`config.mk`:
```
export PLATFORM = sky130hd
export DESIGN_NAME = vptp_sqrt_cell
export DESIGN_NICKNAME = d
export VERILOG_FILES = /design/src/rtl/vptp_pkg.sv /design/src/rtl/vptp_sqrt_cell.sv
export SDC_FILE = /design/constraint.sdc
export NUM_CORES = 1
export LEC_CHECK = 0
export ABC_AREA = 1
export ABC_CLOCK_PERIOD_IN_PS = 2550
export BUFFER_PORTS_ARGS = -buffer_cell sky130_fd_sc_hd__clkbuf_2
export CAP_MARGIN = 15
export CORE_AREA = 2 2 223 225
export DETAILED_ROUTE_END_ITERATION = 10
export DIE_AREA = 0 0 225 227
export GPL_TIMING_DRIVEN = 0
export SYNTH_ARGS = -nofsm -noshare
export SYNTH_HDL_FRONTEND = slang
export SYNTH_SLANG_ARGS = --single-unit
```
`constraint.sdc`:
```
create_clock -name clk -period 2.55 [get_ports clk]
set_clock_uncertainty 0.2 [all_clocks]
set_input_delay 0.1275 -clock clk [delete_from_list [all_inputs] [get_ports clk]]
set_output_delay 0.1275 -clock clk [all_outputs]
set_load 0.05 [all_outputs]
```
`src/rtl/vptp_pkg.sv`:
```
// Package: item types, pipeline state types and register indexes for the vertex pull block
`timescale 1ns / 1ps
package vptp_pkg;

  localparam int COORD_BITS    = 24;
  localparam int INDEX_BITS    = 10;
  localparam int PROG_BITS     = 17;
  localparam int PULL_BITS     = 23;
  localparam int PROD_BITS     = PULL_BITS + PROG_BITS;      // pull * progress
  localparam int ROOT_BITS     = 25;                         // sqrt of a 49-bit sum
  localparam int RAD_BITS      = 2 * ROOT_BITS;
  localparam int REM_BITS      = ROOT_BITS + 3;
  localparam int DEN_BITS      = ROOT_BITS + 16;             // d << 16
  localparam int QUOT_BITS     = COORD_BITS;
  localparam int NUM_BITS      = COORD_BITS + PROD_BITS;     // delta * pull * progress
  localparam int SPLIT_BITS    = PROD_BITS / 2;
  localparam int CFG_IDX_BITS  = 2;

  typedef enum logic [CFG_IDX_BITS-1:0] {
    REG_CENTER_X      = 2'd0,
    REG_CENTER_Y      = 2'd1,
    REG_PULL_DISTANCE = 2'd2
  } cfg_reg_t;

  typedef struct packed {
    logic signed [COORD_BITS-1:0] vertex_x;
    logic signed [COORD_BITS-1:0] vertex_y;
    logic signed [COORD_BITS-1:0] vertex_z;
    logic [INDEX_BITS-1:0]        column_index;
    logic [INDEX_BITS-1:0]        row_index;
    logic [PROG_BITS-1:0]         progress;
  } in_item_t;

  typedef struct packed {
    logic signed [COORD_BITS-1:0] moved_x;
    logic signed [COORD_BITS-1:0] moved_y;
    logic signed [COORD_BITS-1:0] moved_z;
    logic [INDEX_BITS-1:0]        out_column;
    logic [INDEX_BITS-1:0]        out_row;
  } out_item_t;

  typedef struct packed {
    logic signed [COORD_BITS-1:0] vx;
    logic signed [COORD_BITS-1:0] vy;
    logic signed [COORD_BITS-1:0] vz;
    logic [INDEX_BITS-1:0]        col;
    logic [INDEX_BITS-1:0]        row;
    logic                         neg_x;
    logic                         neg_y;
    logic [COORD_BITS-1:0]        dx;
    logic [COORD_BITS-1:0]        dy;
    logic [PROD_BITS-1:0]         p;
  } sq_side_t;

  typedef struct packed {
    logic [REM_BITS-1:0]  rem;
    logic [ROOT_BITS-1:0] root;
    logic [RAD_BITS-1:0]  rad;
    sq_side_t             side;
  } sq_state_t;

  typedef struct packed {
    logic signed [COORD_BITS-1:0] vx;
    logic signed [COORD_BITS-1:0] vy;
    logic signed [COORD_BITS-1:0] vz;
    logic [INDEX_BITS-1:0]        col;
    logic [INDEX_BITS-1:0]        row;
    logic                         neg_x;
    logic                         neg_y;
    logic                         dz;
    logic                         sat;
  } dv_side_t;

  typedef struct packed {
    logic [DEN_BITS-1:0]  den;
    logic [DEN_BITS-1:0]  rem_x;
    logic [DEN_BITS-1:0]  rem_y;
    logic [QUOT_BITS-1:0] low_x;
    logic [QUOT_BITS-1:0] low_y;
    dv_side_t             side;
  } dv_state_t;

endpackage

```
`src/rtl/vptp_sqrt_cell.sv`:
```
// One root bit of the pipelined integer square root
`timescale 1ns / 1ps
module vptp_sqrt_cell (
  input  logic                clk,
  input  logic                rst,
  input  logic                en,
  input  logic                valid_in,
  input  vptp_pkg::sq_state_t st_in,
  output logic                valid_out,
  output vptp_pkg::sq_state_t st_out
);

  logic [vptp_pkg::REM_BITS-1:0] trial;
  logic [vptp_pkg::REM_BITS-1:0] acc;
  logic                          take;
  vptp_pkg::sq_state_t           st_next;

  always_comb begin
    acc   = {st_in.rem[vptp_pkg::REM_BITS-3:0], st_in.rad[vptp_pkg::RAD_BITS-1 -: 2]};
    trial = {1'b0, st_in.root[vptp_pkg::ROOT_BITS-2:0], 2'b01};
    take  = (acc >= trial);
    st_next      = st_in;
    st_next.rad  = {st_in.rad[vptp_pkg::RAD_BITS-3:0], 2'b00};
    st_next.rem  = take ? (acc - trial) : acc;
    st_next.root = {st_in.root[vptp_pkg::ROOT_BITS-2:0], take};
  end

  always_ff @(posedge clk) begin
    if (rst) begin
      valid_out <= 1'b0;
    end else if (en) begin
      valid_out <= valid_in;
    end
  end

  always_ff @(posedge clk) begin
    if (en) begin
      st_out <= st_next;
    end
  end

endmodule

```
==> results of run 1 <==
## state kept, by name, summed over array words and instances (netlist names)
signal,flops
valid_out,1
st_out,283
## worst register-to-register path, cell delays in order (launching register included)
cell           delay, ps
dfxtp_1              310
mux2i_1              120
nor2_1                60
dlygate4sd3_1        550
## layer usage
metal  global-route usage (%)  up-vias  routed length [um]
li1                         -     4573                   -
met1                    18.99     4541               17230
met2                    32.03      380               24510
met3                    4.840       89                3239
met4                    8.032       20                2234
met5                        0        -                 113
## repair_timing
| item | 4_1_cts | 5_1_grt |
|---|---|---|
| setup endpoints to repair | 0 | 6 |
| setup buffers | 0 | 0 |
| hold endpoints to repair | 283 | 0 |
| resized for setup | 0 | 2 |
| hold buffers | 284 | 0 |
## stage by stage
step | setup WS [ps] | std cells
2_1_floorplan | 641.1 | 826
3_3_place_gp | -3416 | 2017
3_5_place_dp | 70.43 | 2019
4_1_cts | 84.94 | 2368
5_1_grt | -3.778 | 2372
6_report | 152.8 | 2375
## cells in the mapped netlist, drive strengths merged (2+ instances only)
cell and instances:
inv 133, buf 7, xnor2 10, a21oi 13, nand3b 6, ha 26, xor2 5, nor2 40
o21ai 14, nor3 2, nand4 4, nand3 32, nand2 247, edfxtp 283
## cell families (layout without fill, tap and decap cells)
family	Yosys count	in the layout	share of synthesized area [%]
AND/OR/NAND/NOR	331	331	12.39
other	1	9	0.03392
multiplexers	1	1	0.09054
flip-flops	284	284	77.05
adder cells (fa/ha/maj)	26	26	2.942
buffers and inverters	140	1060	5.014
XOR/XNOR	15	15	1.188
AO/OA/AOI/OAI	27	27	1.290
## worst min-delay path by stage
stage               startpoint                     end  slack, ps  depth (start not counted)
finish                      en    st_out[90]$_DFFE_PP_         40                          1
global route                en   st_out[134]$_DFFE_PP_         70                          1
CTS                         en   st_out[204]$_DFFE_PP_         30                          1
detailed placement   st_in[81]    st_out[81]$_DFFE_PP_        110                          1
global placement    st_in[141]   st_out[141]$_DFFE_PP_        100                          1
floorplan                  rst  valid_out$_SDFFE_PP0P_       -0.1                          1
## layout make-up
class,instances,area (sq um),area share [%]
repair buffers,855,5754,30.62
clock inverters,20,200.2,1.065
multi-input cells,402,1994,10.61
diodes,7,17.52,0.09320
clock buffers,45,974.7,5.186
flip-flops and latches,284,8518,45.32
well taps,622,778.2,4.141
plain buffers,7,57.56,0.3062
inverters,133,499.2,2.656
## power groups by stage
| stage | logic (mW) | registers, mW | clock network [mW] |
|---|---|---|---|
| after floorplan | 0.456 | 7.23 | 0 |
| after global placement | 2.88 | 5.86 | 0 |
| after detailed placement | 2.89 | 5.82 | 0 |
| after CTS | 3.28 | 5.73 | 5.22 |
| after global routing | 3.42 | 5.77 | 5.37 |
| final | 3.25 | 5.73 | 5.04 |
==> results.yml, run 1 <==
run_status:
  status: "finished, final reports clean"
setup_path:
  reg2reg_from: "valid_out$_SDFFE_PP0P_"
  timing.rr.end: "valid_out$_SDFFE_PP0P_"
  worst-setup-path-type: "input pin to register"
  cp_slowest_stage_delay_ps: 550
  start_kind: "input pin"
  critPathTopFamily: "buffers and inverters"
  reg2regPathDepth: 3
  ff2ff_setup_slack_ps: 1190
  worst-path-buf-inv: 5
  crit_top_cell: "nand2_1"
  path_cells: "dlygate4sd3_1 -> clkbuf_2 -> inv_1 -> ha_1 -> a21oi_1 -> nand2_1 -> nand2_1 -> nand2_1 -> nor2_2 -> nand2_2 -> nor2_4 -> buf_6 -> buf_6 -> nand2_1 -> nand2_1"
  cp-end-kind: "register"
  cp_num_cells: 15
  crit_slowest_cell: "dlygate4sd3_1"
  cp.arrival_ps: 2580
  critPathRequiredTime_ps: 2730
  path_max_fanout: 10
  cp-endpoint: "st_out[277]$_DFFE_PP_"
  startpoint: "st_in[253]"
cts:
  clock_latency_ps: 540
  cts_buffers: 36
  ctsHtreeMaxLevel: 2
  cts_tree: "built"
  cts_root_buf: "clkbuf_16"
  cts_sinks: 284
  clk_pin_slew_ps: 60
  cts_max_path_buffers: 3
finish:
  final_util_pct: 38.71
  synthToLayoutAreaGrowth_pct: 70.00
  fillers: 4671
  final_area_sq_mm: 0.01879
  layout.nets: 2034
  final_cell_mix: "568 x clkbuf_2, 284 x dlygate4sd3_1, 283 x edfxtp_1"
  drive_gt1_share_pct: 37.97
  layout_commonest_cell: "clkbuf_2"
pwr:
  comb_power_share_pct: 23.2
  seqPwrFrac_pct: 40.9
  p_per_area_mw_per_mm2: 746.0
  p_total_mw: 14.02
  ir_worst_vdd_v: 0.0005239
  intPower_mw: 9.463
  p_sw_mw: 4.559
  swShare_pct: 32.51
  clkPwrFrac_pct: 36.0
  power.leakage_nw: 8.686
timing:
  fin_crit_ps: 2397
  setup_tns_ps: 0
  setup_viol: 0
  worst_slew_pin_slew_ps: 719.4
  finalCritPeriodShare_pct: 94.01
  hold_viol_final: 0
  whs_ps: 35.35
  fmax_mhz: 417.1
  max_slew_margin_pct: 52.04
  slew_violations: 0
routing:
  drt_first_pass_iters: 5
  ant_nets: 0
  drt-initial-drc-count: 433
  vias_per_cell: 4.043
  drc: 0
  wl_per_cell_um: 19.93
  vias: 9603
  wirelength_um: 47330
grt:
  grt_max_degree: 121
  grt_pass1_vias: 9791
  grt-ovfl-total: 0
  antenna_found_initial: 15
  grt_first_pass_wirelength_um: 64300
  grt_usage_pct: 17.59
floorplanning:
  ios: 575
  fp.dieArea_sq_mm: 0.05108
  die_x_um: 225
  row_count: 81
  die_h_um: 227
  start_util_pct: 22.77
  core_sq_mm: 0.04855
flow_run:
  drv_cap: 0
synthesis:
  seq_area_frac_synth_pct: 77.05
  synth_seq_cells: 284
  synthDistinctLibCells: 28
  syn_area_sq_mm: 0.01106
  ys.flop_type: "edfxtp_1"
  synth_edf_count: 283
  synth_cells: 825
  synth_top_area_cell: "edfxtp_1"
  synthArstFlopShare_pct: 0
  yosysWarnings: 0
  yosys-top-cells-area: "edfxtp_1 77%, nand2_1 8.2%, inv_1 4.0%"
  avgSynthCellArea_sq_um: 13.40
  synth_top_area_share_pct: 76.87
place:
  hpwl_um: 36200
  place_area_sq_mm: 0.01475
  io_buffers: 569
  routabilityCongestion: 0.8398
worst_hold_path:
  hold_path_class: "input pin to register"
No activity file was read; power rests on OpenSTA's default activity.
==> run 2: changes to the inputs <==
--- a/config.mk
+++ b/config.mk
@@ -9,10 +9,13 @@
 export ABC_CLOCK_PERIOD_IN_PS = 2550
 export BUFFER_PORTS_ARGS = -buffer_cell sky130_fd_sc_hd__clkbuf_2
 export CAP_MARGIN = 15
+export CELL_PAD_IN_SITES_DETAIL_PLACEMENT = 0
+export CELL_PAD_IN_SITES_GLOBAL_PLACEMENT = 1
 export CORE_AREA = 2 2 223 225
 export DETAILED_ROUTE_END_ITERATION = 10
 export DIE_AREA = 0 0 225 227
 export GPL_TIMING_DRIVEN = 0
+export PLACE_DENSITY_LB_ADDON = 0.1
 export SYNTH_ARGS = -nofsm -noshare
 export SYNTH_HDL_FRONTEND = slang
 export SYNTH_SLANG_ARGS = --single-unit
==> run 2 against run 1 <==
Compared with the run above: count of clock-buffer cells in the layout down 2; critical path depth up 1; die area unchanged; register-to-register slack better by 20 ps; hold slack better by 15 ps; wire length down 3.4%; core utilization about the same; flip-flop and latch count unchanged; fmax about the same; non-clock buffer count unchanged; combinational power about the same; largest power group unchanged; highest routed layer unchanged.
==> results.yml, run 2 (synthesized netlist as in run 1, its figures left out) <==
run_status:
  status: "finished, final reports clean"
setup_path:
  cp.arrival_ps: 2550
  path_max_fanout: 10
  cp-end-kind: "register"
  start_kind: "input pin"
  worst-setup-path-type: "input pin to register"
  critPathRequiredTime_ps: 2700
  ff2ff_setup_slack_ps: 1210
place:
  hpwl_um: 36090
  place_area_sq_mm: 0.01475
  routabilityCongestion: 0.7831
  io_buffers: 569
  pre_cts_ws_ps: 2.417
cts:
  cts_root_buf: "clkbuf_16"
  cts_setup_buffers: 0
  ctsHtreeMaxLevel: 2
  clk_pin_slew_ps: 60
  cts_buffers: 35
  clock_latency_ps: 530
  cts_tree: "built"
  cts_max_path_buffers: 3
  cts_sinks: 284
floorplanning:
  start_util_pct: 22.77
  die_x_um: 225
  core_sq_mm: 0.04855
  die_h_um: 227
  row_count: 81
  fp.dieArea_sq_mm: 0.05108
  ios: 575
timing:
  fin_ws_ps: 153.9
  slew_violations: 0
  rsz0062_at_grt: "false"
  fmax_mhz: 417.3
  finalCritPeriodShare_pct: 93.96
  max_slew_margin_pct: 47.94
  fin_crit_ps: 2396
  worst_slew_pin_slew_ps: 780.8
  hold_viol_final: 0
  setup_viol: 0
  setup_tns_ps: 0
finish:
  final_area_sq_mm: 0.01881
  reg_top3: "st_out: 283 flops, valid_out: 1 flops"
  final_cell_mix: "568 x clkbuf_2, 284 x dlygate4sd3_1, 283 x edfxtp_1"
  synthToLayoutAreaGrowth_pct: 70.16
  top_register: "st_out"
  layout.nets: 2033
  final_util_pct: 38.75
  layout_commonest_cell: "clkbuf_2"
  largest_register_ffs: 283
  drive_gt1_share_pct: 38.73
pwr:
  power.leakage_nw: 8.647
  ir_worst_vdd_v: 0.0004149
  p_per_area_mw_per_mm2: 723.1
routing:
  ant_nets: 0
  vias: 9314
  wirelength_um: 45700
  drc: 0
  drt-initial-drc-count: 437
  wl_per_cell_um: 19.28
  drt_first_pass_iters: 4
  vias_per_cell: 3.928
worst_hold_path:
  hold_path_class: "input pin to register"
grt:
  antenna_found_initial: 10
  grt_max_degree: 113
  grt_usage_pct: 17.16
  grt_first_pass_wirelength_um: 63560
  grt-ovfl-total: 0
  grt_pass1_vias: 9561
flow_run:
  drv_cap: 0
==> run 2: layout make-up <==
cell class | instances | area (sq um)
Antenna cell | 6 | 15.01
Sequential cell | 284 | 8518
Buffer | 7 | 55.05
Clock inverter | 19 | 133.9
Inverter | 133 | 499.2
Tap cell | 622 | 778.2
Multi-Input combinational cell | 402 | 2131
Fill cell | 4844 | 29730
Timing Repair Buffer | 855 | 5754
Clock buffer | 43 | 927.1
==> run 2: where the power goes <==
part | internal (mW) | leakage, nW | switching, mW | total [mW]
registers | 5.61 | 2.78 | 0.104 | 5.71
clock network | 2.69 | 0.522 | 1.95 | 4.65
logic | 0.921 | 5.35 | 2.32 | 3.24
==> run 2: through the flow <==
step,hold slack [ps],instances,power [mW]
finish,50.78,2371,13.60
global route,83.29,2369,14.21
CTS,13.20,2365,13.85
detailed placement,96.25,2019,8.676
global placement,90.75,2017,8.719
floorplan,-0.1165,826,7.685
==> run 2: worst max-delay path: stages <==
cell           delay, ps
dlygate4sd3_1        540
clkbuf_2             130
inv_1                 50
ha_1                 340
nand2_1              140
inv_2                 50
nand2_2               90
nor2_1                60
nand2_1               90
nand3b_4             120
nand2_2              120
inv_2                 50
nor2_4               120
buf_2                290
nand2_1               80
nand2_1              130
==> run 2: per-layer routing <==
layer	up-vias	global-route usage, %	part of all wire, %
li1	4554	-	-
met1	4386	19.22	38
met2	303	31.57	53
met3	65	4.646	6.7
met4	6	5.469	2.8
met5	-	0	0.081
==> run 2: what timing repair did <==
action / in CTS / in global routing
hold buffers: 284 / 0
resized for setup: 0 / 26
setup endpoints to repair: 0 / 17
endpoints found under the hold margin: 283 / 0
==> run 2: final timing paths <==
check | from | endpoint | cells past startpoint
max | st_in[241] | st_out[270]$_DFFE_PP_ | 16
min reg2reg | valid_out$_SDFFE_PP0P_ | valid_out$_SDFFE_PP0P_ | 3
max reg2reg | valid_out$_SDFFE_PP0P_ | valid_out$_SDFFE_PP0P_ | 3
min | st_in[269] | st_out[271]$_DFFE_PP_ | 5
