===== src/rtl/vptp_pkg.sv =====
// Package: item types, pipeline state types and register indexes for the vertex pull block
`timescale 1ns / 1ps
package vptp_pkg;

  localparam int COORD_BITS    = 24;
  localparam int INDEX_BITS    = 10;
  localparam int PROG_BITS     = 17;
  localparam int PULL_BITS     = 23;
  localparam int PROD_BITS     = PULL_BITS + PROG_BITS;      // pull * progress
  localparam int ROOT_BITS     = 25;                         // sqrt of a 49-bit sum
  localparam int RAD_BITS      = 2 * ROOT_BITS;
  localparam int REM_BITS      = ROOT_BITS + 3;
  localparam int DEN_BITS      = ROOT_BITS + 16;             // d << 16
  localparam int QUOT_BITS     = COORD_BITS;
  localparam int NUM_BITS      = COORD_BITS + PROD_BITS;     // delta * pull * progress
  localparam int SPLIT_BITS    = PROD_BITS / 2;
  localparam int CFG_IDX_BITS  = 2;

  typedef enum logic [CFG_IDX_BITS-1:0] {
    REG_CENTER_X      = 2'd0,
    REG_CENTER_Y      = 2'd1,
    REG_PULL_DISTANCE = 2'd2
  } cfg_reg_t;

  typedef struct packed {
    logic signed [COORD_BITS-1:0] vertex_x;
    logic signed [COORD_BITS-1:0] vertex_y;
    logic signed [COORD_BITS-1:0] vertex_z;
    logic [INDEX_BITS-1:0]        column_index;
    logic [INDEX_BITS-1:0]        row_index;
    logic [PROG_BITS-1:0]         progress;
  } in_item_t;

  typedef struct packed {
    logic signed [COORD_BITS-1:0] moved_x;
    logic signed [COORD_BITS-1:0] moved_y;
    logic signed [COORD_BITS-1:0] moved_z;
    logic [INDEX_BITS-1:0]        out_column;
    logic [INDEX_BITS-1:0]        out_row;
  } out_item_t;

  typedef struct packed {
    logic signed [COORD_BITS-1:0] vx;
    logic signed [COORD_BITS-1:0] vy;
    logic signed [COORD_BITS-1:0] vz;
    logic [INDEX_BITS-1:0]        col;
    logic [INDEX_BITS-1:0]        row;
    logic                         neg_x;
    logic                         neg_y;
    logic [COORD_BITS-1:0]        dx;
    logic [COORD_BITS-1:0]        dy;
    logic [PROD_BITS-1:0]         p;
  } sq_side_t;

  typedef struct packed {
    logic [REM_BITS-1:0]  rem;
    logic [ROOT_BITS-1:0] root;
    logic [RAD_BITS-1:0]  rad;
    sq_side_t             side;
  } sq_state_t;

  typedef struct packed {
    logic signed [COORD_BITS-1:0] vx;
    logic signed [COORD_BITS-1:0] vy;
    logic signed [COORD_BITS-1:0] vz;
    logic [INDEX_BITS-1:0]        col;
    logic [INDEX_BITS-1:0]        row;
    logic                         neg_x;
    logic                         neg_y;
    logic                         dz;
    logic                         sat;
  } dv_side_t;

  typedef struct packed {
    logic [DEN_BITS-1:0]  den;
    logic [DEN_BITS-1:0]  rem_x;
    logic [DEN_BITS-1:0]  rem_y;
    logic [QUOT_BITS-1:0] low_x;
    logic [QUOT_BITS-1:0] low_y;
    dv_side_t             side;
  } dv_state_t;

endpackage


===== src/rtl/vptp_div_cell.sv =====
// One quotient bit of the two-lane restoring divider
`timescale 1ns / 1ps
module vptp_div_cell (
  input  logic                clk,
  input  logic                rst,
  input  logic                en,
  input  logic                valid_in,
  input  vptp_pkg::dv_state_t st_in,
  output logic                valid_out,
  output vptp_pkg::dv_state_t st_out
);

  logic [vptp_pkg::DEN_BITS:0] tx;
  logic [vptp_pkg::DEN_BITS:0] ty;
  logic [vptp_pkg::DEN_BITS:0] dx_diff;
  logic [vptp_pkg::DEN_BITS:0] dy_diff;
  logic                        take_x;
  logic                        take_y;
  vptp_pkg::dv_state_t         st_next;

  always_comb begin
    tx      = {st_in.rem_x, st_in.low_x[vptp_pkg::QUOT_BITS-1]};
    ty      = {st_in.rem_y, st_in.low_y[vptp_pkg::QUOT_BITS-1]};
    dx_diff = tx - {1'b0, st_in.den};
    dy_diff = ty - {1'b0, st_in.den};
    take_x  = (tx >= {1'b0, st_in.den});
    take_y  = (ty >= {1'b0, st_in.den});
    st_next       = st_in;
    st_next.rem_x = take_x ? dx_diff[vptp_pkg::DEN_BITS-1:0] : tx[vptp_pkg::DEN_BITS-1:0];
    st_next.rem_y = take_y ? dy_diff[vptp_pkg::DEN_BITS-1:0] : ty[vptp_pkg::DEN_BITS-1:0];
    st_next.low_x = {st_in.low_x[vptp_pkg::QUOT_BITS-2:0], take_x};
    st_next.low_y = {st_in.low_y[vptp_pkg::QUOT_BITS-2:0], take_y};
  end

  always_ff @(posedge clk) begin
    if (rst) begin
      valid_out <= 1'b0;
    end else if (en) begin
      valid_out <= valid_in;
    end
  end

  always_ff @(posedge clk) begin
    if (en) begin
      st_out <= st_next;
    end
  end

endmodule


===== config.mk =====
export PLATFORM = sky130hd
export DESIGN_NAME = vptp_div_cell
export DESIGN_NICKNAME = d
export VERILOG_FILES = /design/src/rtl/vptp_pkg.sv /design/src/rtl/vptp_div_cell.sv
export SDC_FILE = /design/constraint.sdc
export NUM_CORES = 1
export LEC_CHECK = 0
export BUFFER_PORTS_ARGS = -buffer_cell sky130_fd_sc_hd__buf_2
export CORE_AREA = 2 2 209 211
export DETAILED_ROUTE_END_ITERATION = 16
export DIE_AREA = 0 0 211 213
export HOLD_SLACK_MARGIN = 0.05
export PLACE_DENSITY_LB_ADDON = 0.12
export REMOVE_ABC_BUFFERS = 1
export SLEW_MARGIN = 20
export SYNTH_ARGS = -nofsm -noshare
export SYNTH_HDL_FRONTEND = slang
export SYNTH_SLANG_ARGS = --single-unit

===== constraint.sdc =====
create_clock -name clk -period 3.05 [get_ports clk]
set_clock_uncertainty 0.2 [all_clocks]
set_input_delay 0.305 -clock clk [delete_from_list [all_inputs] [get_ports clk]]
set_output_delay 0.305 -clock clk [all_outputs]
set_load 0.005 [all_outputs]

==> flow_metrics.py, run 1 <==
metrics = {
    "run_status": {
        "status": "complete, no violations",
    },
    "grt": {
        "overflow": 0,
        "grt_max_degree": 82,
        "grt_pass1_vias": 13500,
        "antenna_found_initial": 8,
        "grt_pass1_wl_um": 77700,
        "grt.total_usage_pct": 23.1,
    },
    "logic_synthesis": {
        "synth_cell_types": 70,
        "synth_area_leaders": "edfxtp_1 (57%), ha_1 (7.3%), mux2_4 (3.7%), a21oi_1 (3.7%), xnor2_1 (3.0%)",
        "synthesis.area_sq_um": 14100,
        "yosys_register_bits": 268,
        "ys_warn_count": 0,
        "ys_seq_area_share_pct": 57.0,
        "synth_ff_type": "edfxtp_1",
        "synth_area_leader_cell": "edfxtp_1",
        "syn_area_per_cell_sq_um": 12.5,
        "async_flop_share_pct": 0,
        "syn_inst": 1130,
        "synth_edf_count": 267,
        "yosysTopAreaCellShare_pct": 56.8,
    },
    "setup_path": {
        "crit_fanout": 7,
        "crit_top_cell": "buf_4",
        "critPathKind": "input pin to flop",
        "cp_cell_sequence": "dlygate4sd3_1, buf_2, ha_1, buf_4, a21o_1, a31oi_1, buf_4, a31oi_4, a21oi_4, o211ai_4, bufbuf_16, mux2_4",
        "crit_arrival_ns": 3.10,
        "r2r-start": "valid_out",
        "reg2regPathDepth": 3,
        "crit_buf_inv": 5,
        "reg2reg_slack_ns": 1.67,
        "critPathTopFamily": "buffers and inverters",
        "r2r-end": "valid_out",
        "critPathSlowestCell": "dlygate4sd3_1",
        "cp_slowest_stage_delay_ns": 0.53,
        "crit_required_ns": 3.14,
        "startpoint_type": "input pin",
        "crit_path_end_kind": "flop",
    },
    "detailed_routing": {
        "route.detailed.drc": 0,
        "totalWireLength_um": 54100,
        "vias_per_cell": 4.72,
        "drt_first_iter_violations": 739,
        "first_pass_iters": 4,
        "ant_nets": 0,
        "dr_total_vias": 13200,
        "wl_per_cell_um": 19.3,
    },
    "pwr": {
        "pwr-share-clk_pct": 33.6,
        "total_power_mw": 11.7,
        "comb_power_share_pct": 26.8,
        "p_leak_nw": 10.8,
        "p_seq_share_pct": 39.6,
        "cell_internal_pwr_mw": 8.46,
        "p_sw_share_pct": 27.7,
        "vdd_drop_max_mv": 0.389,
        "p_sw_mw": 3.24,
        "cellPowerDensity_nw_per_um2": 499,
    },
    "layout": {
        "final_cell_mix": "buf_2 (536), buf_4 (275), edfxtp_1 (267), dlygate4sd3_1 (264), a21oi_1 (101)",
        "drive_gt1_share_pct": 42.6,
        "layout_commonest_cell": "buf_2",
        "final_cells": 2798,
        "area_growth_pct": 66.3,
        "layout.nets": 2576,
        "postLayoutCellArea_sq_um": 23500,
    },
    "sta": {
        "hold_viol_final": 0,
        "fin_crit_ns": 3.01,
        "fmax_mhz": 332,
        "relSlewSlack_pct": 63.3,
        "post-route-period-util_pct": 98.7,
        "rsz0062_at_grt": "true",
        "setup_viol": 0,
        "tightest_slew_ns": 0.547,
        "drv_slew": 0,
        "hold_slack_ns": 0.0764,
    },
    "die": {
        "die_area_sq_um": 44900,
        "start_util_pct": 33.0,
        "die_w_um": 211,
        "core_area_sq_um": 42700,
        "fp.dieH_um": 213,
        "num_io_pins": 539,
        "fp-row-count": 76,
    },
    "clock_tree": {
        "insertion_delay_ns": 0.54,
        "cts.clk_slew.worst_paths_ns": 0.06,
        "cts_root_buf": "clkbuf_16",
        "clockBufferDepth": 3,
        "cts_tree": "done",
        "cts_buffers": 35,
        "cts.htree.levels": 2,
        "numClockSinks": 268,
    },
    "placement": {
        "port_buffers": 538,
        "post_dp_cell_area_sq_um": 19400,
        "dp_hpwl_um": 41100,
        "place.gp.congestion": 0.851,
        "place_inst": 2449,
    },
    "min_path": {
        "hp-start": "st_in[185]",
        "whs_endpoint": "st_out[186]",
        "hold_path_depth": 3,
        "hp-class": "input pin to flop",
    },
    "flow_run": {
        "cap_violations": 0,
    },
}
==> through the flow <==
step / utilization (%) / TNS (ns) / setup slack (ns)
after global routing: 54.9 / -0.0258 / -0.00810
after CTS: 54.5 / 0 / 0.00705
final: 55.0 / 0 / 0.0411
after floorplan: - / -77.59 / -1.18
after global placement: 45.4 / -58.89 / -1.21
after detailed placement: 45.4 / -60.40 / -1.18
==> power groups by stage <==
| stage | sequential, mW | clock, mW | combinational (mW) |
|---|---|---|---|
| floorplan | 4.76 | 0 | 1.20 |
| global placement | 4.70 | 0 | 2.76 |
| detailed placement | 4.70 | 0 | 2.77 |
| CTS | 4.63 | 4.04 | 3.10 |
| global route | 4.67 | 4.17 | 3.40 |
| finish | 4.63 | 3.93 | 3.14 |
==> synthesized netlist by cell type (all sizes together) (11+ instances only) <==
| library cell | n |
|---|---|
| o21bai | 13 |
| edfxtp | 267 |
| a31oi | 15 |
| o21ai | 39 |
| clkbuf | 21 |
| ha | 82 |
| nand2 | 68 |
| xor2 | 23 |
| buf | 16 |
| nand4 | 18 |
| a211oi | 14 |
| a21oi | 105 |
| inv | 68 |
| a21o | 55 |
| xnor2 | 49 |
| mux2 | 48 |
| nor2 | 82 |
| nand2b | 11 |
| nor3 | 14 |
| nand3 | 23 |
==> layout make-up <==
| type | instances | area (sq um) |
|---|---|---|
| tap | 546 | 683 |
| clock inverter | 24 | 178 |
| sequential | 268 | 8040 |
| clock buffer | 39 | 912 |
| inverter | 68 | 255 |
| antenna | 5 | 12.5 |
| fill | 3762 | 19200 |
| multi-input combinational | 757 | 5700 |
| timing repair buffer | 1091 | 7690 |
==> timing repair <==
| action | 4_1_cts | 5_1_grt |
|---|---|---|
| setup endpoints to repair | 42 | 55 |
| hold buffers | 265 | 0 |
| pin swaps | 6 | 10 |
| hold endpoints to repair | 297 | 0 |
| gates resized for setup | 10 | 20 |
| cloned | 2 | 1 |
| buffers inserted | 5 | 9 |
==> state kept, by name, indices dropped and copies added, names as in the netlist <==
register and count:
st_out 267, valid_out 1
==> how the worst max path moves through the flow <==
stage | from | to | cells after the start
floorplan | st_in[143] | st_out[186] | 11
global route | st_in[241] | st_out[166] | 13
CTS | st_in[226] | st_out[184] | 16
global placement | st_in[261] | st_out[184] | 12
finish | st_in[166] | st_out[168] | 12
detailed placement | st_in[261] | st_out[184] | 12
==> worst reg2reg max path: cells and delay by family, from the launching register on <==
| kind | cells | cell delay [ns] |
|---|---|---|
| muxes | 1 | 0.15 |
| DFF | 1 | 0.32 |
| and+or+nand+nor | 1 | 0.05 |
| buffers and inverters | 1 | 0.55 |
==> metal layers <==
| metal | global-route usage (%) | part of all wire (%) | up-vias |
|---|---|---|---|
| met3 | 4.87 | 5.6 | 100 |
| li1 | - | - | 6458 |
| met2 | 39.3 | 49 | 393 |
| met5 | 0 | 0.085 | - |
| met4 | 10.4 | 4.2 | 6 |
| met1 | 28.2 | 42 | 6260 |
==> cells by family (layout without fill, tap and decap cells) <==
kind of cell,Yosys count,in the layout,synth area share [%]
flip-flops,268,268,57.0
AND/OR/NAND/NOR,253,253,8.47
XOR/XNOR,72,72,4.47
adder cells (fa/ha/maj),84,84,7.56
buffers and inverters,105,1222,3.40
AO/OA/AOI/OAI,295,295,14.0
multiplexers,53,53,5.12
other,0,5,0
Power figures use the tool's default switching activity.
==> run 2: changes to the inputs <==
--- a/config.mk
+++ b/config.mk
@@ -12,7 +12,7 @@
 export HOLD_SLACK_MARGIN = 0.05
 export PLACE_DENSITY_LB_ADDON = 0.12
 export REMOVE_ABC_BUFFERS = 1
-export SLEW_MARGIN = 20
+export SKIP_LAST_GASP = 1
 export SYNTH_ARGS = -nofsm -noshare
 export SYNTH_HDL_FRONTEND = slang
 export SYNTH_SLANG_ARGS = --single-unit
==> constraint.sdc (replaced) <==
create_clock -name clk -period 3.05 [get_ports clk]
set_clock_uncertainty 0.2 [all_clocks]
set_input_delay 0.61 -clock clk [delete_from_list [all_inputs] [get_ports clk]]
set_output_delay 0.61 -clock clk [all_outputs]
set_load 0.005 [all_outputs]
==> run 2 against run 1 <==
  * Clock power grew 4%
  * Die area is the same
  * Sequential cell count is the same
  * The run now ends with negative setup slack left
  * Largest cell class unchanged
  * Total power grew 3.2%
  * First-iteration DRC count shrank 16%
  * Highest routed layer unchanged
  * Final cell count shrank 0.50%
==> flow_metrics.py, run 2 (synthesis gave the netlist of run 1 again) <==
metrics = {
    "grt": {
        "antenna_found_initial": 8,
        "grt_max_degree": 62,
        "grt_pass1_vias": 13400,
        "grt_pass1_wl_um": 78300,
        "overflow": 0,
        "grt.total_usage_pct": 23.3,
    },
    "detailed_routing": {
        "wl_per_cell_um": 19.8,
        "dr_total_vias": 13200,
        "totalWireLength_um": 55300,
        "drt_first_iter_violations": 620,
        "route.detailed.drc": 0,
        "ant_nets": 0,
        "vias_per_cell": 4.75,
        "first_pass_iters": 5,
    },
    "layout": {
        "final_cell_mix": "buf_2 (524), buf_4 (353), edfxtp_1 (267), dlygate4sd3_1 (166), a21oi_1 (97)",
        "drive_gt1_share_pct": 50.4,
        "final_cells": 2784,
        "regMostFlops": "st_out",
        "postLayoutCellArea_sq_um": 23900,
        "area_growth_pct": 69.6,
        "layout.nets": 2564,
        "layout_commonest_cell": "buf_2",
        "largest_reg_flops": 267,
        "reg_top3": "st_out x267, valid_out x1",
    },
    "setup_path": {
        "crit_required_ns": 3.14,
        "critPathSlowestCell": "nor4_4",
        "critPathTopFamily": "simple AND/OR/NAND/NOR gates",
        "crit_path_end_kind": "flop",
        "crit_arrival_ns": 3.25,
        "crit_fanout": 8,
        "crit_buf_inv": 3,
        "cp_cell_sequence": "buf_2, ha_4, and4_4, nand3_4, nor4_4, nand3_2, nor4_4, a211oi_2, o211ai_4, buf_8, buf_12, mux2_4",
        "critPathKind": "input pin to flop",
        "reg2reg_slack_ns": 2.27,
        "cp_slowest_stage_delay_ns": 0.46,
        "startpoint_type": "input pin",
        "crit_top_cell": "nor4_4",
    },
    "pwr": {
        "p_sw_share_pct": 27.4,
        "p_seq_share_pct": 38.4,
        "vdd_drop_max_mv": 0.390,
        "cellPowerDensity_nw_per_um2": 505,
        "p_leak_nw": 10.9,
        "p_sw_mw": 3.30,
        "pwr-share-clk_pct": 33.9,
        "cell_internal_pwr_mw": 8.77,
        "comb_power_share_pct": 27.7,
        "total_power_mw": 12.1,
    },
    "clock_tree": {
        "cts_buffers": 34,
        "cts_tree": "done",
        "cts.clk_slew.worst_paths_ns": 0.06,
        "numClockSinks": 268,
        "cts.htree.levels": 2,
        "clockBufferDepth": 3,
        "insertion_delay_ns": 0.54,
        "cts_root_buf": "clkbuf_16",
    },
    "die": {
        "fp.dieH_um": 213,
        "die_area_sq_um": 44900,
        "fp-row-count": 76,
        "num_io_pins": 539,
        "die_w_um": 211,
        "start_util_pct": 33.0,
        "core_area_sq_um": 42700,
    },
    "sta": {
        "setup_ws_ns": -0.104,
        "hold_viol_final": 0,
        "drv_slew": 0,
        "fin_crit_ns": 3.15,
        "fmax_mhz": 317,
        "setup_viol": 49,
        "rsz0062_at_grt": "true",
        "relSlewSlack_pct": 60.3,
        "tightest_slew_ns": 0.596,
        "setup-tns-final_ns": -3.04,
        "post-route-period-util_pct": 103,
    },
    "placement": {
        "place_inst": 2512,
        "post-place-ws_ns": -1.54,
        "port_buffers": 538,
        "post_dp_cell_area_sq_um": 19900,
        "dp_hpwl_um": 42200,
        "place.gp.congestion": 0.852,
    },
    "run_status": {
        "violations": "negative setup slack",
        "status": "finished with violations",
    },
    "flow_run": {
        "cap_violations": 0,
    },
    "min_path": {
        "hp-class": "input pin to flop",
    },
}
run 2: worst paths after layout:
kind	start	end	cells past startpoint
hold reg to reg	valid_out	valid_out	2
setup reg to reg	valid_out	valid_out	2
setup / recovery	st_in[179]	st_out[169]	12
hold / removal	st_in[257]	st_out[257]	1
run 2: timing repair:
item | CTS | global route
endpoints found under the setup margin | 73 | 75
resized for setup | 73 | 110
hold buffers | 164 | 2
hold endpoints to repair | 164 | 2
setup buffers | 18 | 22
gates cloned | 1 | 2
pin swaps | 37 | 58
run 2: power groups by stage:
stage          clock [mW]  sequential (mW)  combinational (mW)
5_1_grt              4.32             4.67                3.62
6_report             4.09             4.63                3.35
3_5_place_dp            0             4.70                2.87
3_3_place_gp            0             4.70                2.85
4_1_cts              4.20             4.63                3.19
2_1_floorplan           0             4.76                1.20
run 2: worst register-to-register path: cells and delay by family, from the launching register on:
kind / cells / cell delay [ns]
multiplexers: 1 / 0.12
flip-flops: 1 / 0.30
AND/OR/NAND/NOR: 1 / 0.05
run 2: cell type report:
class	count	area [sq um]
Inverter	68	289
Clock inverter	18	225
Tap cell	546	683
Sequential cell	268	8040
Multi-Input combinational cell	757	6250
Timing Repair Buffer	1080	7510
Antenna cell	6	15.0
Fill cell	3638	18800
Clock buffer	41	898
run 2: stage by stage:
step | hold slack [ns] | util [%]
6_report | 0.0743 | 56.0
5_1_grt | 0.0554 | 56.0
4_1_cts | 0.0514 | 54.4
3_5_place_dp | 0.282 | 46.7
3_3_place_gp | 0.273 | 46.7
2_1_floorplan | 0.285 | -
run 2: metal layers:
metal	vias up	global-route usage, %	part of all wire (%)
met5	-	0	0.045
met2	410	41.6	51
met1	6294	27.6	41
li1	6429	-	-
met3	91	4.91	5.5
met4	4	8.38	3.3
==> run 3: changes to the inputs <==
--- a/config.mk
+++ b/config.mk
@@ -6,9 +6,11 @@
 export NUM_CORES = 1
 export LEC_CHECK = 0
 export BUFFER_PORTS_ARGS = -buffer_cell sky130_fd_sc_hd__buf_2
-export CORE_AREA = 2 2 209 211
+export CELL_PAD_IN_SITES_DETAIL_PLACEMENT = 1
+export CELL_PAD_IN_SITES_GLOBAL_PLACEMENT = 2
+export CORE_MARGIN = 2
+export CORE_UTILIZATION = 28
 export DETAILED_ROUTE_END_ITERATION = 16
-export DIE_AREA = 0 0 211 213
 export HOLD_SLACK_MARGIN = 0.05
 export PLACE_DENSITY_LB_ADDON = 0.12
 export REMOVE_ABC_BUFFERS = 1
==> run 3 against run 2 <==
  * The flow still finishes with violations (negative setup slack)
  * Critical path depth increased by 1
  * Combinational power increased by 8.4%
  * Register-to-register slack got worse by 0.10 ns
  * Non-clock buffer count increased by 16
  * Maximum frequency decreased by 1.2%
  * Clock power decreased by 2%
  * Critical path type unchanged
  * Clock-buffer cell count increased by 3
  * Sequential power about the same
  * Via count increased by 2.6%
==> flow_metrics.py, run 3 (synthesis gave the netlist of run 1 again) <==
metrics = {
    "setup_path": {
        "crit_path_end_kind": "flop",
        "crit_arrival_ns": 3.27,
        "crit_fanout": 8,
        "crit_required_ns": 3.13,
        "cp_cell_sequence": "buf_4, ha_4, nand2_1, or3_4, o21bai_4, o2111ai_4, nand2_2, a31oi_4, a21oi_4, o211ai_4, buf_12, buf_12, mux2_2",
        "critPathSlowestCell": "or3_4",
        "critPathKind": "input pin to flop",
        "crit_top_cell": "buf_12",
        "cp_slowest_stage_delay_ns": 0.38,
        "startpoint_type": "input pin",
    },
    "die": {
        "start_util_pct": 28.2,
        "fp-row-count": 82,
        "fp.dieH_um": 228,
        "num_io_pins": 539,
        "core_area_sq_um": 50000,
        "die_w_um": 228,
        "die_area_sq_um": 52200,
    },
    "layout": {
        "layout_commonest_cell": "buf_2",
        "fin_util_pct": 49.1,
        "largest_reg_flops": 267,
        "reg_top3": "st_out x267, valid_out x1",
        "final_cell_mix": "buf_2 (520), buf_4 (372), edfxtp_1 (267), dlygate4sd3_1 (156), a21oi_1 (82)",
        "multiInputGateArea_sq_um": 6530,
        "register_area_sq_um": 8040,
        "num-fill-cells": 5462,
        "regMostFlops": "st_out",
        "final_cells": 2930,
        "area_growth_pct": 74.0,
        "drive_gt1_share_pct": 52.7,
        "layout.nets": 2580,
    },
    "detailed_routing": {
        "drt_first_iter_violations": 474,
        "dr_total_vias": 13600,
        "vias_per_cell": 4.63,
        "wl_per_cell_um": 22.0,
        "route.detailed.drc": 0,
        "first_pass_iters": 4,
        "totalWireLength_um": 64600,
        "ant_nets": 0,
    },
    "placement": {
        "post-place-ws_ns": -1.17,
        "dp_hpwl_um": 49200,
        "port_buffers": 538,
        "place_inst": 2658,
        "place.gp.congestion": 0.890,
    },
    "sta": {
        "tightest_slew_ns": 0.580,
        "rsz0062_at_grt": "true",
        "setup_viol": 68,
        "setup_ws_ns": -0.142,
        "fmax_mhz": 313,
        "hold_viol_final": 0,
        "post-route-period-util_pct": 105,
        "drv_slew": 0,
        "relSlewSlack_pct": 61.4,
        "fin_crit_ns": 3.19,
    },
    "run_status": {
        "status": "finished with violations",
        "violations": "negative setup slack",
    },
    "clock_tree": {
        "insertion_delay_ns": 0.53,
        "cts_buffers": 34,
        "cts.clk_slew.worst_paths_ns": 0.06,
        "cts_tree": "done",
        "numClockSinks": 268,
        "cts.htree.levels": 2,
        "clockBufferDepth": 3,
        "cts_root_buf": "clkbuf_16",
    },
    "pwr": {
        "vdd_drop_max_mv": 0.373,
        "p_leak_nw": 11.1,
        "total_power_mw": 12.3,
        "cellPowerDensity_nw_per_um2": 500,
    },
    "grt": {
        "grt_pass1_vias": 14600,
        "overflow": 0,
        "grt_pass1_wl_um": 93400,
        "grt_max_degree": 57,
        "antenna_found_initial": 13,
        "grt.total_usage_pct": 23.9,
    },
    "flow_run": {
        "cap_violations": 0,
    },
    "min_path": {
        "hp-class": "input pin to flop",
    },
}
run 3: changes by cell type in the layout (fill, tap and decap cells not counted), moves of 10 or more:
cell | before | now
buf_4 | 353 | 372
a21oi_2 | 4 | 16
nor2_4 | 1 | 12
nor2_1 | 77 | 66
a21oi_1 | 97 | 82
dlygate4sd3_1 | 166 | 156
run 3: metal layers:
metal / track usage (%) / part of all wire (%)
met3: 4.32 / 4.5
met2: 42.8 / 51
met4: 8.93 / 3.7
met1: 28.6 / 41
met5: 0 / 0.091
run 3: power breakdown:
group | total (mW) | switching, mW | internal, mW
clock network | 3.99 | 1.65 | 2.34
logic | 3.63 | 1.72 | 1.91
registers | 4.65 | 0.114 | 4.53
run 3: final cells by class:
cell class                      count  area share [%]
Clock inverter                     17           0.668
Clock buffer                       44            3.79
Inverter                           68            1.14
Tap cell                          672            3.43
Antenna cell                        8          0.0816
Multi-Input combinational cell    757            26.6
Timing Repair Buffer             1096            31.5
Sequential cell                   268            32.8
run 3: final timing paths:
kind / startpoint / end / slack [ns] / depth (start not counted)
max: st_in[158] / st_out[145] / -0.14 / 13
min: st_in[241] / st_out[241] / 0.07 / 1
max reg2reg: valid_out / valid_out / 2.17 / 2
min reg2reg: valid_out / valid_out / 0.41 / 2
run 3: through the flow:
stage | hold WS (ns) | area [sq um] | setup TNS, ns
floorplan | 0.285 | 13900 | -103.21
global placement | 0.278 | 20200 | -73.13
detailed placement | 0.291 | 20200 | -74.73
CTS | 0.0502 | 23900 | -2.56
global route | 0.0525 | 24500 | -11.62
finish | 0.0732 | 24500 | -5.42
run 3: timing repair:
action	CTS	global route
endpoints found under the hold margin	156	0
setup endpoints to repair	80	82
resized for setup	132	115
cloned	6	3
buffers inserted	26	19
hold buffers	156	0
pin swaps	54	48
run 3: worst max-delay path, delay by kind of cell:
family                   cells  cell delay (ns)
buffers and inverters        3             0.45
multiplexers                 1             0.33
AND/OR/NAND/NOR              3             0.54
AO/OA/AOI/OAI                5             1.06
adder cells (fa/ha/maj)      1             0.26
